**src/rtl/vlmf_pkg.sv**
```systemverilog
// ----------------------------------------------------------------------------
// vlmf_pkg
// Shared sizes, codes and word types of the variable-length message queue.
// ----------------------------------------------------------------------------
package vlmf_pkg;

  localparam int BUFFER_BYTES = 1024;
  localparam int HEADER_SLOTS = 16;

  localparam int PTR_W   = $clog2(BUFFER_BYTES);
  localparam int SLOT_W  = $clog2(HEADER_SLOTS);
  localparam int COUNT_W = $clog2(HEADER_SLOTS + 1);
  localparam int FREE_W  = $clog2(BUFFER_BYTES + 1);
  localparam int LEN_W   = 11;
  localparam int CMP_W   = (FREE_W > LEN_W) ? FREE_W : LEN_W;
  localparam int POS_W   = CMP_W + 1;

  localparam logic [2:0] CMD_PUT_START = 3'd0;
  localparam logic [2:0] CMD_PUT_BYTE  = 3'd1;
  localparam logic [2:0] CMD_GET_BYTE  = 3'd2;
  localparam logic [2:0] CMD_PEEK      = 3'd3;
  localparam logic [2:0] CMD_ERASE     = 3'd4;

  localparam logic [1:0] ST_OK       = 2'd0;
  localparam logic [1:0] ST_NO_SPACE = 2'd1;
  localparam logic [1:0] ST_EMPTY    = 2'd2;
  localparam logic [1:0] ST_SEQUENCE = 2'd3;

  typedef struct packed {
    logic [2:0]       command;
    logic [LEN_W-1:0] message_length;
    logic [7:0]       data_byte;
  } item_t;

  typedef struct packed {
    logic [1:0]       status;
    logic [7:0]       read_byte;
    logic             last_byte;
    logic [LEN_W-1:0] oldest_length;
    logic [4:0]       message_count;
    logic [10:0]      bytes_free;
  } result_t;

  typedef struct packed {
    logic [PTR_W-1:0] start;
    logic [LEN_W-1:0] length;
  } slot_entry_t;

endpackage

```
**src/rtl/vlmf_slot_table.sv**
```systemverilog
// ----------------------------------------------------------------------------
// vlmf_slot_table
// Descriptor ring: start and length of each queued message.
// ----------------------------------------------------------------------------
module vlmf_slot_table
  import vlmf_pkg::*;
(
  input  logic              clk,
  input  logic              wr_en,
  input  logic [SLOT_W-1:0] wr_addr,
  input  slot_entry_t       wr_data,
  input  logic              rd_en,
  input  logic [SLOT_W-1:0] rd_addr,
  output slot_entry_t       rd_data
);

  slot_entry_t mem [HEADER_SLOTS];

  always_ff @(posedge clk) begin
    if (wr_en) begin
      mem[wr_addr] <= wr_data;
    end
  end

  always_ff @(posedge clk) begin
    if (rd_en) begin
      rd_data <= mem[rd_addr];
    end
  end

endmodule

```
**config.mk**
```make
export PLATFORM = sky130hd
export DESIGN_NAME = vlmf_slot_table
export DESIGN_NICKNAME = d
export VERILOG_FILES = /design/src/rtl/vlmf_pkg.sv /design/src/rtl/vlmf_slot_table.sv
export SDC_FILE = /design/constraint.sdc
export NUM_CORES = 1
export LEC_CHECK = 0
export BUFFER_PORTS_ARGS = -buffer_cell sky130_fd_sc_hd__buf_2
export CAP_MARGIN = 5
export CORE_ASPECT_RATIO = 1.2
export CORE_UTILIZATION = 50
export DETAILED_ROUTE_END_ITERATION = 7
export PLACE_DENSITY = 0.71
export SYNTH_ARGS = -nofsm -noshare
export SYNTH_HDL_FRONTEND = slang
export SYNTH_SLANG_ARGS = --single-unit
```
**constraint.sdc**
```tcl
create_clock -name clk -period 6.9 [get_ports clk]
set_input_delay 0.345 -clock clk [delete_from_list [all_inputs] [get_ports clk]]
set_output_delay 0.345 -clock clk [all_outputs]
set_load 0.005 [all_outputs]
```
==> flow_summary.yaml, run 1 <==
status:
  status: "finished with violations"
  violations: "design-rule violations"
worst_setup_path:
  worst_ep_arrival_time_ns: 2.67
  worstSetupPathType: "input port to flip-flop"
  cp_max_fo: 54
  crit_path_end_kind: "flip-flop"
  cp-start-kind: "input port"
  required_ns: 7.21
clocking:
  clk_latency_ns: 0.57
  hold_buffers: 0
  clock_sinks: 357
  cts_setup_buffers: 0
  cts_resized: 0
  cts_buffer_depth: 3
  cts_inserted_buffers: 31
  htree_levels: 1
  cts_tree: "built"
  clkTransAtPathRegs_ns: 0.06
  root_buffer: "clkbuf_16"
drt:
  vias_per_cell: 6.023
  drt_wl_total_mm: 25.92
  final_antenna_net_count: 0
  drc_errors: 8
  drt_iter0_drc: 610
  via_count: 6005
  firstDrtPassIters: 6
  wire_per_inst_um: 26.00
floorplan:
  num_rows: 65
  start_util_pct: 51.03
  die_h_um: 181.9
  io_pins: 53
  core_area_um2: 26430
  die_w_um: 151.9
  dieArea_um2: 27640
finish:
  diodes: 0
  synthToLayoutAreaGrowth_pct: 13.43
  fin_area_um2: 15300
  utilization_pct: 57.88
  multiInputGateArea_um2: 2615
  fillers: 1803
  seq_area_um2: 10720
  fin_nets: 669
  drive_gt1_share_pct: 28.85
timing:
  holdWs_ns: 0.1471
  fin_crit_sh_pct: 34.32
  worst_slack_ns: 4.532
  finalHoldViolCount: 0
  tightest_slew_ns: 1.110
  fmax_mhz: 422.3
  slew_headroom_pct: 26.02
  period_needed_ns: 2.368
  setup_viol: 0
  skew_ns: 0.01186
  rsz0062_at_grt: "no"
  maxSlewViolCount: 0
  fin_tns_setup_ns: 0
logic_synthesis:
  synth_nets: 589
  yosysWarnings: 0
  yosys.area.top_type: "edfxtp_1"
  synth.yosys.seq_area_share_pct: 79.48
  synth_top_area_share_pct: 79.48
  synth_area_leaders: "edfxtp_1 (79%), mux4_2 (7.8%), mux4_1 (7.2%)"
  postSynthCellCount: 557
  ys_seq_elements: 357
  synth_cell_types: 18
  synth.avg_cell_area_um2: 24.22
  syn_area_um2: 13490
power_and_ir_drop:
  leakagePower_nw: 5.018
  power.density_nw_per_um2: 296.4
  peakVddDrop_mv: 0.2127
global_route:
  grt_usage_pct: 19.25
  antenna_found_initial: 0
  grt_pass1_wl_mm: 38.74
  overflow: 0
  grt_pass1_vias: 6313
  grt_max_degree: 85
place:
  gp_congestion: 0.6977
  place_area_um2: 14180
  dp_worst_setup_slack_ns: 3.903
  numPortBuffers: 52
  hpwlAfterDp_mm: 13.13
flow_run:
  cap_violations: 0
worst_hold_path:
  hp-class: "input port to flip-flop"
final timing paths:
check                            startpoint  slack, ns  cells after the start          end
worst max-delay path             rd_addr[0]       4.53                      5   rd_data[3]
worst min-delay path             wr_data[0]       0.15                      1    mem[1][0]
worst max register to register  mem[10][20]       5.47                      3  rd_data[20]
worst min register to register   mem[15][5]       0.74                      3   rd_data[5]
worst max-delay path: stages:
cell	delay, ns
buf_4	0.45
buf_4	0.84
mux4_2	0.61
a22oi_1	0.24
nand2_1	0.09
placed cells by master (no fill, tap or decap):
cell and count:
nor3_2 4, clkinv_2 8, nand3_1 1, clkbuf_1 2
inv_6 1, nor2b_2 2, nand2b_1 2, a22oi_1 42
clkbuf_16 31, clkinv_4 1, bufinv_16 8, nor2_2 13
mux4_2 47, clkinvlp_4 2, inv_8 1, nand3b_1 2
nand2_1 22, and2_1 1, buf_4 23, clkinv_1 4
edfxtp_1 357, mux4_1 37, buf_2 50, or3b_1 1
through the flow:
step	power [mW]	cells
global route	4.664	997
CTS	4.564	997
global placement	2.691	939
detailed placement	2.702	939
finish	4.535	997
floorplan	2.617	557
cell type report:
type / instances / area share, %
Multi-Input combinational cell: 174 / 17.09
Clock inverter: 25 / 2.216
Sequential cell: 357 / 70.07
Clock buffer: 33 / 5.119
Tap cell: 335 / 2.740
Timing Repair Buffer: 73 / 2.764
cell families (layout without fill, tap and decap cells):
| logic type | after synthesis | in the layout | share of synthesized area (%) |
|---|---|---|---|
| buffers and inverters | 26 | 131 | 1.558 |
| AO/OA/AOI/OAI | 42 | 42 | 2.338 |
| AND/OR/NAND/NOR | 48 | 48 | 1.568 |
| multiplexers | 84 | 84 | 15.06 |
| flip-flops | 357 | 357 | 79.48 |
sequential cells by signal (all words and copies together), names as in the netlist:
| signal | cells |
|---|---|
| rd_data | 21 |
| mem | 336 |
power by group:
group,switching [mW],leakage (nW),internal [mW]
combinational,0.116,1.22,0.0819
clock,0.759,0.550,1.12
sequential,0.0122,3.24,2.44
synth_stat cells (all sizes together):
cell and instances:
edfxtp 357, mux4 84, nor2 13, nand3b 2, a22oi 42, or3b 1, nor2b 2, nand2 22
clkbuf 9, nand3 1, buf 17, nor3 4, nand2b 2, and2 1
layer usage:
layer / GRT usage (%) / wire [um] / vias up
li1: - / - / 2585
met1: 25.94 / 10720 / 3159
met2: 32.41 / 12950 / 204
met3: 2.840 / 1440 / 57
met4: 6.776 / 807 / 0
met5: 0 / 0 / -
Power figures use the tool's default switching activity.
==> inputs of run 2 (changes only) <==
--- a/config.mk
+++ b/config.mk
@@ -5,12 +5,13 @@
 export SDC_FILE = /design/constraint.sdc
 export NUM_CORES = 1
 export LEC_CHECK = 0
+export ABC_AREA = 1
 export BUFFER_PORTS_ARGS = -buffer_cell sky130_fd_sc_hd__buf_2
 export CAP_MARGIN = 5
 export CORE_ASPECT_RATIO = 1.2
 export CORE_UTILIZATION = 50
 export DETAILED_ROUTE_END_ITERATION = 7
-export PLACE_DENSITY = 0.71
+export PLACE_DENSITY = 0.7
 export SYNTH_ARGS = -nofsm -noshare
 export SYNTH_HDL_FRONTEND = slang
 export SYNTH_SLANG_ARGS = --single-unit
==> constraint.sdc (replaced) <==
create_clock -name clk -period 2.3 [get_ports clk]
set_input_delay 0.115 -clock clk [delete_from_list [all_inputs] [get_ports clk]]
set_output_delay 0.115 -clock clk [all_outputs]
set_load 0.005 [all_outputs]
==> run 2 against run 1 <==
Against the previous run:
- the flow now finishes without violations
- largest power group unchanged
- critical path type is now flip-flop to primary output
- clock-buffer cell count grew 5
- power grew to 2.9 times the previous value
- clock skew is essentially flat
- combinational power grew to 4.3 times the previous value
- first-iteration DRC count grew 27%
==> flow_summary.yaml, run 2 <==
clocking:
  clkTransAtPathRegs_ns: 0.07
  cts_resized: 0
  cts_tree: "built"
  cts_buffer_depth: 3
  clock_sinks: 357
  htree_levels: 1
  cts_inserted_buffers: 31
  hold_buffers: 21
  root_buffer: "clkbuf_16"
  clk_latency_ns: 0.56
  cts_setup_buffers: 0
logic_synthesis:
  synth_nets: 1433
  synth_common_cells: "nand2_1 (446), edfxtp_1 (357), inv_1 (255)"
  ys_seq_elements: 357
  ys.flop_type: "edfxtp_1"
  synth.yosys.seq_area_share_pct: 70.83
  synth_top_area_share_pct: 70.83
  synth_enable_flop_cells: 357
  yosys.area.top_type: "edfxtp_1"
  syn_area_um2: 15130
  synth_area_leaders: "edfxtp_1 (71%), nand2_1 (11%), nand3_1 (8.4%)"
  yosysWarnings: 0
  async_flop_share_pct: 0
  yosysMostFrequentCell: "nand2_1"
  postSynthCellCount: 1401
  synth_cell_types: 15
  synth.avg_cell_area_um2: 10.80
finish:
  fillers: 2437
  largest_reg_flops: 336
  utilization_pct: 57.10
  drive_gt1_share_pct: 9.280
  synthToLayoutAreaGrowth_pct: 12.05
  final_common_cell: "nand2_1"
  fin_nets: 1498
  mostFrequentLayoutCells: "nand2_1 (446), edfxtp_1 (357), inv_1 (255), nand3_1 (253), buf_2 (51)"
  regMostFlops: "mem"
  reg_top3: "mem x336, rd_data x21"
global_route:
  grt_max_degree: 153
  grt_usage_pct: 22.72
  grt_pass1_wl_mm: 52.96
  overflow: 0
  grt_pass1_vias: 9429
  antenna_found_initial: 1
timing:
  skew_ns: 0.01223
  fmax_mhz: 771.9
  fin_tns_setup_ns: 0
  fin_crit_sh_pct: 56.32
  tightest_slew_ns: 1.217
  finalHoldViolCount: 0
  period_needed_ns: 1.295
  rsz0062_at_grt: "no"
  setup_viol: 0
  slew_headroom_pct: 18.81
  maxSlewViolCount: 0
floorplan:
  num_rows: 69
  start_util_pct: 50.96
  core_area_um2: 29700
  dieArea_um2: 30970
  io_pins: 53
  die_h_um: 192.6
  die_w_um: 160.8
worst_setup_path:
  required_ns: 2.18
  worst_ep_arrival_time_ns: 1.18
  cp_max_fo: 1
  cpMaxStageDelayCell: "edfxtp_1"
  cpPeakStageDelay_ns: 0.46
  path_delay_family: "flip-flops"
  ff2ff_setup_slack_ns: 1.17
  crit_path_end_kind: "primary output"
  cp_num_buf_inv: 1
  worstSetupPathType: "flip-flop to primary output"
  path_cells: "buf_2"
  cp-start-kind: "flip-flop"
drt:
  drc_errors: 0
  drt_wl_total_mm: 34.29
  wire_per_inst_um: 18.26
  firstDrtPassIters: 5
  drt_iter0_drc: 776
  final_antenna_net_count: 0
  via_count: 9717
  vias_per_cell: 5.174
power_and_ir_drop:
  peakVddDrop_mv: 0.5579
  leakagePower_nw: 7.187
  power.density_nw_per_um2: 771.4
flow_run:
  cap_violations: 0
place:
  hpwlAfterDp_mm: 17.49
  numPortBuffers: 52
  gp_congestion: 0.7788
worst_hold_path:
  hp-class: "input port to flip-flop"
status:
  status: "completed"
==> run 2: cells by family after synthesis <==
| logic type | synth area share [%] |
|---|---|
| buffers and inverters | 9.218 |
| flip-flops | 70.83 |
| AND/OR/NAND/NOR | 19.95 |
==> run 2: per-stage QoR <==
stage / cell area (um^2) / cells / power, mW / setup slack, ns / hold WS (ns)
2_1_floorplan: 15130 / 1401 / 7.995 / 0.6688 / 0.2139
3_5_place_dp: 15820 / 1802 / 8.326 / 0.5476 / 0.5004
5_1_grt: 16960 / 1878 / 13.47 / 0.9649 / 0.1460
3_3_place_gp: 15820 / 1802 / 8.304 / 0.5663 / 0.4944
4_1_cts: 16960 / 1877 / 13.16 / 0.9904 / 0.1187
6_report: 16960 / 1878 / 13.08 / 1.005 / 0.1390
==> run 2: final cells by class <==
type / count / area [um^2] / share of cell area, %
multi-input cells: 718 / 3059 / 18.04
inverters: 258 / 970.9 / 5.726
diodes: 1 / 2.502 / 0.01476
repair buffers: 100 / 788.3 / 4.648
flip-flops and latches: 357 / 10720 / 63.22
clock buffers: 38 / 802.0 / 4.730
well taps: 390 / 488.0 / 2.878
clock inverters: 16 / 126.4 / 0.7452
==> run 2: final timing paths <==
| check | startpoint | to | depth (start not counted) |
|---|---|---|---|
| worst max-delay path | rd_data[6] | rd_data[6] | 1 |
| worst max register to register | mem[13][3] | rd_data[3] | 6 |
| worst min-delay path | wr_addr[0] | mem[5][18] | 3 |
| worst min register to register | mem[14][12] | rd_data[12] | 6 |
==> run 2: worst register-to-register path, cell delays in order (launching register included) <==
cell      delay [ns]
edfxtp_1        0.40
inv_1           0.08
nand2_1         0.05
nand3_1         0.11
nand3_1         0.08
nand3_1         0.12
nand2_1         0.05
==> run 2: power by group <==
part | internal [mW] | switching, mW | total, mW
Clock | 2.68 | 2.19 | 4.87
Combinational | 0.259 | 0.588 | 0.847
Sequential | 7.33 | 0.0411 | 7.37
==> run 2: metal layers <==
| layer | track usage (%) | routed length, um | up-vias |
|---|---|---|---|
| met4 | 9.724 | 1277 | 0 |
| met2 | 39.68 | 17170 | 324 |
| li1 | - | - | 4662 |
| met5 | 0 | 0 | - |
| met3 | 2.321 | 2063 | 71 |
| met1 | 29.00 | 13790 | 4660 |
==> inputs of run 3 (changes only) <==
--- a/config.mk
+++ b/config.mk
@@ -11,7 +11,7 @@
 export CORE_ASPECT_RATIO = 1.2
 export CORE_UTILIZATION = 50
 export DETAILED_ROUTE_END_ITERATION = 7
-export PLACE_DENSITY = 0.7
+export PLACE_DENSITY = 0.73
 export SYNTH_ARGS = -nofsm -noshare
 export SYNTH_HDL_FRONTEND = slang
 export SYNTH_SLANG_ARGS = --single-unit
==> constraint.sdc (replaced) <==
create_clock -name clk -period 1 [get_ports clk]
set_input_delay 0.05 -clock clk [delete_from_list [all_inputs] [get_ports clk]]
set_output_delay 0.05 -clock clk [all_outputs]
set_load 0.005 [all_outputs]
==> run 3 against run 2 <==
Against the previous run:
- the flow now finishes with violations (negative setup slack)
- hold slack better by 0.0037 ns
- combinational power grew to 2.9 times the previous value
- critical path depth stayed put
- clock skew hardly changed
- die area stayed put
- clock power grew to 2.6 times the previous value
==> flow_summary.yaml, run 3 (synthesis results as in run 2) <==
power_and_ir_drop:
  leakagePower_nw: 7.823
  power.density_nw_per_um2: 1722
  total_power_mw: 31.99
  peakVddDrop_mv: 1.183
worst_setup_path:
  cpMaxStageDelayCell: "edfxtp_1"
  cpPeakStageDelay_ns: 0.46
  cp_num_buf_inv: 1
  crit_path_end_kind: "primary output"
  cp_max_fo: 1
  path_cells: "buf_2"
  path_delay_family: "flip-flops"
  worstSetupPathType: "flip-flop to primary output"
  cp-start-kind: "flip-flop"
  required_ns: 0.95
  worst_ep_arrival_time_ns: 1.14
timing:
  tightest_slew_ns: 0.5257
  holdWs_ns: 0.1428
  fmax_mhz: 839.6
  finalHoldViolCount: 0
  worst_slack_ns: -0.1910
  skew_ns: 0.01191
  period_needed_ns: 1.191
  slew_headroom_pct: 64.95
  rsz0062_at_grt: "yes"
  fin_crit_sh_pct: 119.1
  setup_viol: 41
  maxSlewViolCount: 0
global_route:
  antenna_found_initial: 0
  grt_max_degree: 85
  grt_usage_pct: 23.88
  grt_pass1_vias: 10100
  overflow: 0
  grt_pass1_wl_mm: 55.61
finish:
  largest_reg_flops: 336
  fin_area_um2: 18580
  synthToLayoutAreaGrowth_pct: 22.76
  fin_nets: 1548
  mostFrequentLayoutCells: "nand2_1 (428), edfxtp_1 (357), inv_1 (247), nand3_1 (157), nand3_2 (95)"
  drive_gt1_share_pct: 20.18
  regMostFlops: "mem"
  reg_top3: "mem x336, rd_data x21"
  seq_area_um2: 10720
  multiInputGateArea_um2: 3700
  final_common_cell: "nand2_1"
  diodes: 0
  fillers: 2195
drt:
  drc_errors: 0
  drt_iter0_drc: 1028
  drt_wl_total_mm: 36.62
  firstDrtPassIters: 5
  final_antenna_net_count: 0
  vias_per_cell: 5.342
  via_count: 10320
  wire_per_inst_um: 18.96
clocking:
  cts_tree: "built"
  clk_latency_ns: 0.52
  htree_levels: 2
  root_buffer: "clkbuf_16"
  cts_buffer_depth: 3
  cts_setup_buffers: 0
  clock_sinks: 357
  clkTransAtPathRegs_ns: 0.06
  cts_inserted_buffers: 35
floorplan:
  dieArea_um2: 30970
  core_area_um2: 29700
  die_h_um: 192.6
  die_w_um: 160.8
  io_pins: 53
  num_rows: 69
  start_util_pct: 50.96
place:
  place_area_um2: 16770
  hpwlAfterDp_mm: 21.12
  gp_congestion: 0.7855
  numPortBuffers: 52
status:
  violations: "negative setup slack"
  status: "finished with violations"
worst_hold_path:
  hp-class: "input port to flip-flop"
flow_run:
  cap_violations: 0
[run 3: changes by cell type in the layout (fill, tap and decap cells not counted), moves of 7 or more]
cell     previous run  this run
buf_12              9        47
buf_4              19        26
inv_1             255       247
nand2_1           446       428
nand2_2             0        14
nand3_1           253       157
nand3_2             0        95
nor2_2             16         0
nor2_4              0        17
[run 3: repair_timing]
| action | in CTS | in global routing |
|---|---|---|
| gates cloned | 0 | 0 |
| resized for setup | 13 | 101 |
| endpoints found under the setup margin | 42 | 42 |
| hold buffers | 22 | 0 |
| pin swaps | 63 | 73 |
| hold endpoints to repair | 337 | 0 |
[run 3: metal layers]
layer | GRT usage [%] | up-vias | part of all wire, %
met5 | 0 | - | 0
met4 | 9.833 | 0 | 3.5
met3 | 3.224 | 99 | 8.8
met2 | 41.23 | 520 | 50
met1 | 30.50 | 4930 | 38
li1 | - | 4767 | -
[run 3: worst paths after layout]
path,startpoint,end,slack (ns),depth (start not counted)
worst max-delay path,rd_data[8],rd_data[8],-0.19,1
worst min-delay path,rd_addr[2],rd_data[4],0.14,5
worst max register to register,mem[9][18],rd_data[18],-0.08,6
worst min register to register,mem[10][16],rd_data[16],0.74,6
[run 3: through the flow]
| step | utilization (%) | TNS (ns) | cells | worst slack (ns) |
|---|---|---|---|---|
| 2_1_floorplan | - | -36.70 | 1401 | -0.2169 |
| 6_report | 62.56 | -3.093 | 1931 | -0.1910 |
| 5_1_grt | 62.56 | -4.945 | 1931 | -0.2047 |
| 3_3_place_gp | 56.48 | -44.99 | 1847 | -0.2516 |
| 3_5_place_dp | 56.48 | -48.16 | 1847 | -0.2803 |
| 4_1_cts | 61.00 | -3.254 | 1931 | -0.2006 |
[run 3: area by class of cell]
class	count	area share [%]
multi-input combinational	718	19.91
tap	390	2.626
sequential	357	57.70
timing repair buffer	146	8.674
inverter	258	5.280
clock buffer	46	5.051
clock inverter	16	0.7543
[run 3: report_power, final]
group	internal, mW	total [mW]	switching, mW	leakage [nW]
combinational	0.881	2.45	1.57	4.06
sequential	16.9	17.0	0.108	3.24
clock	7.16	12.6	5.42	0.524
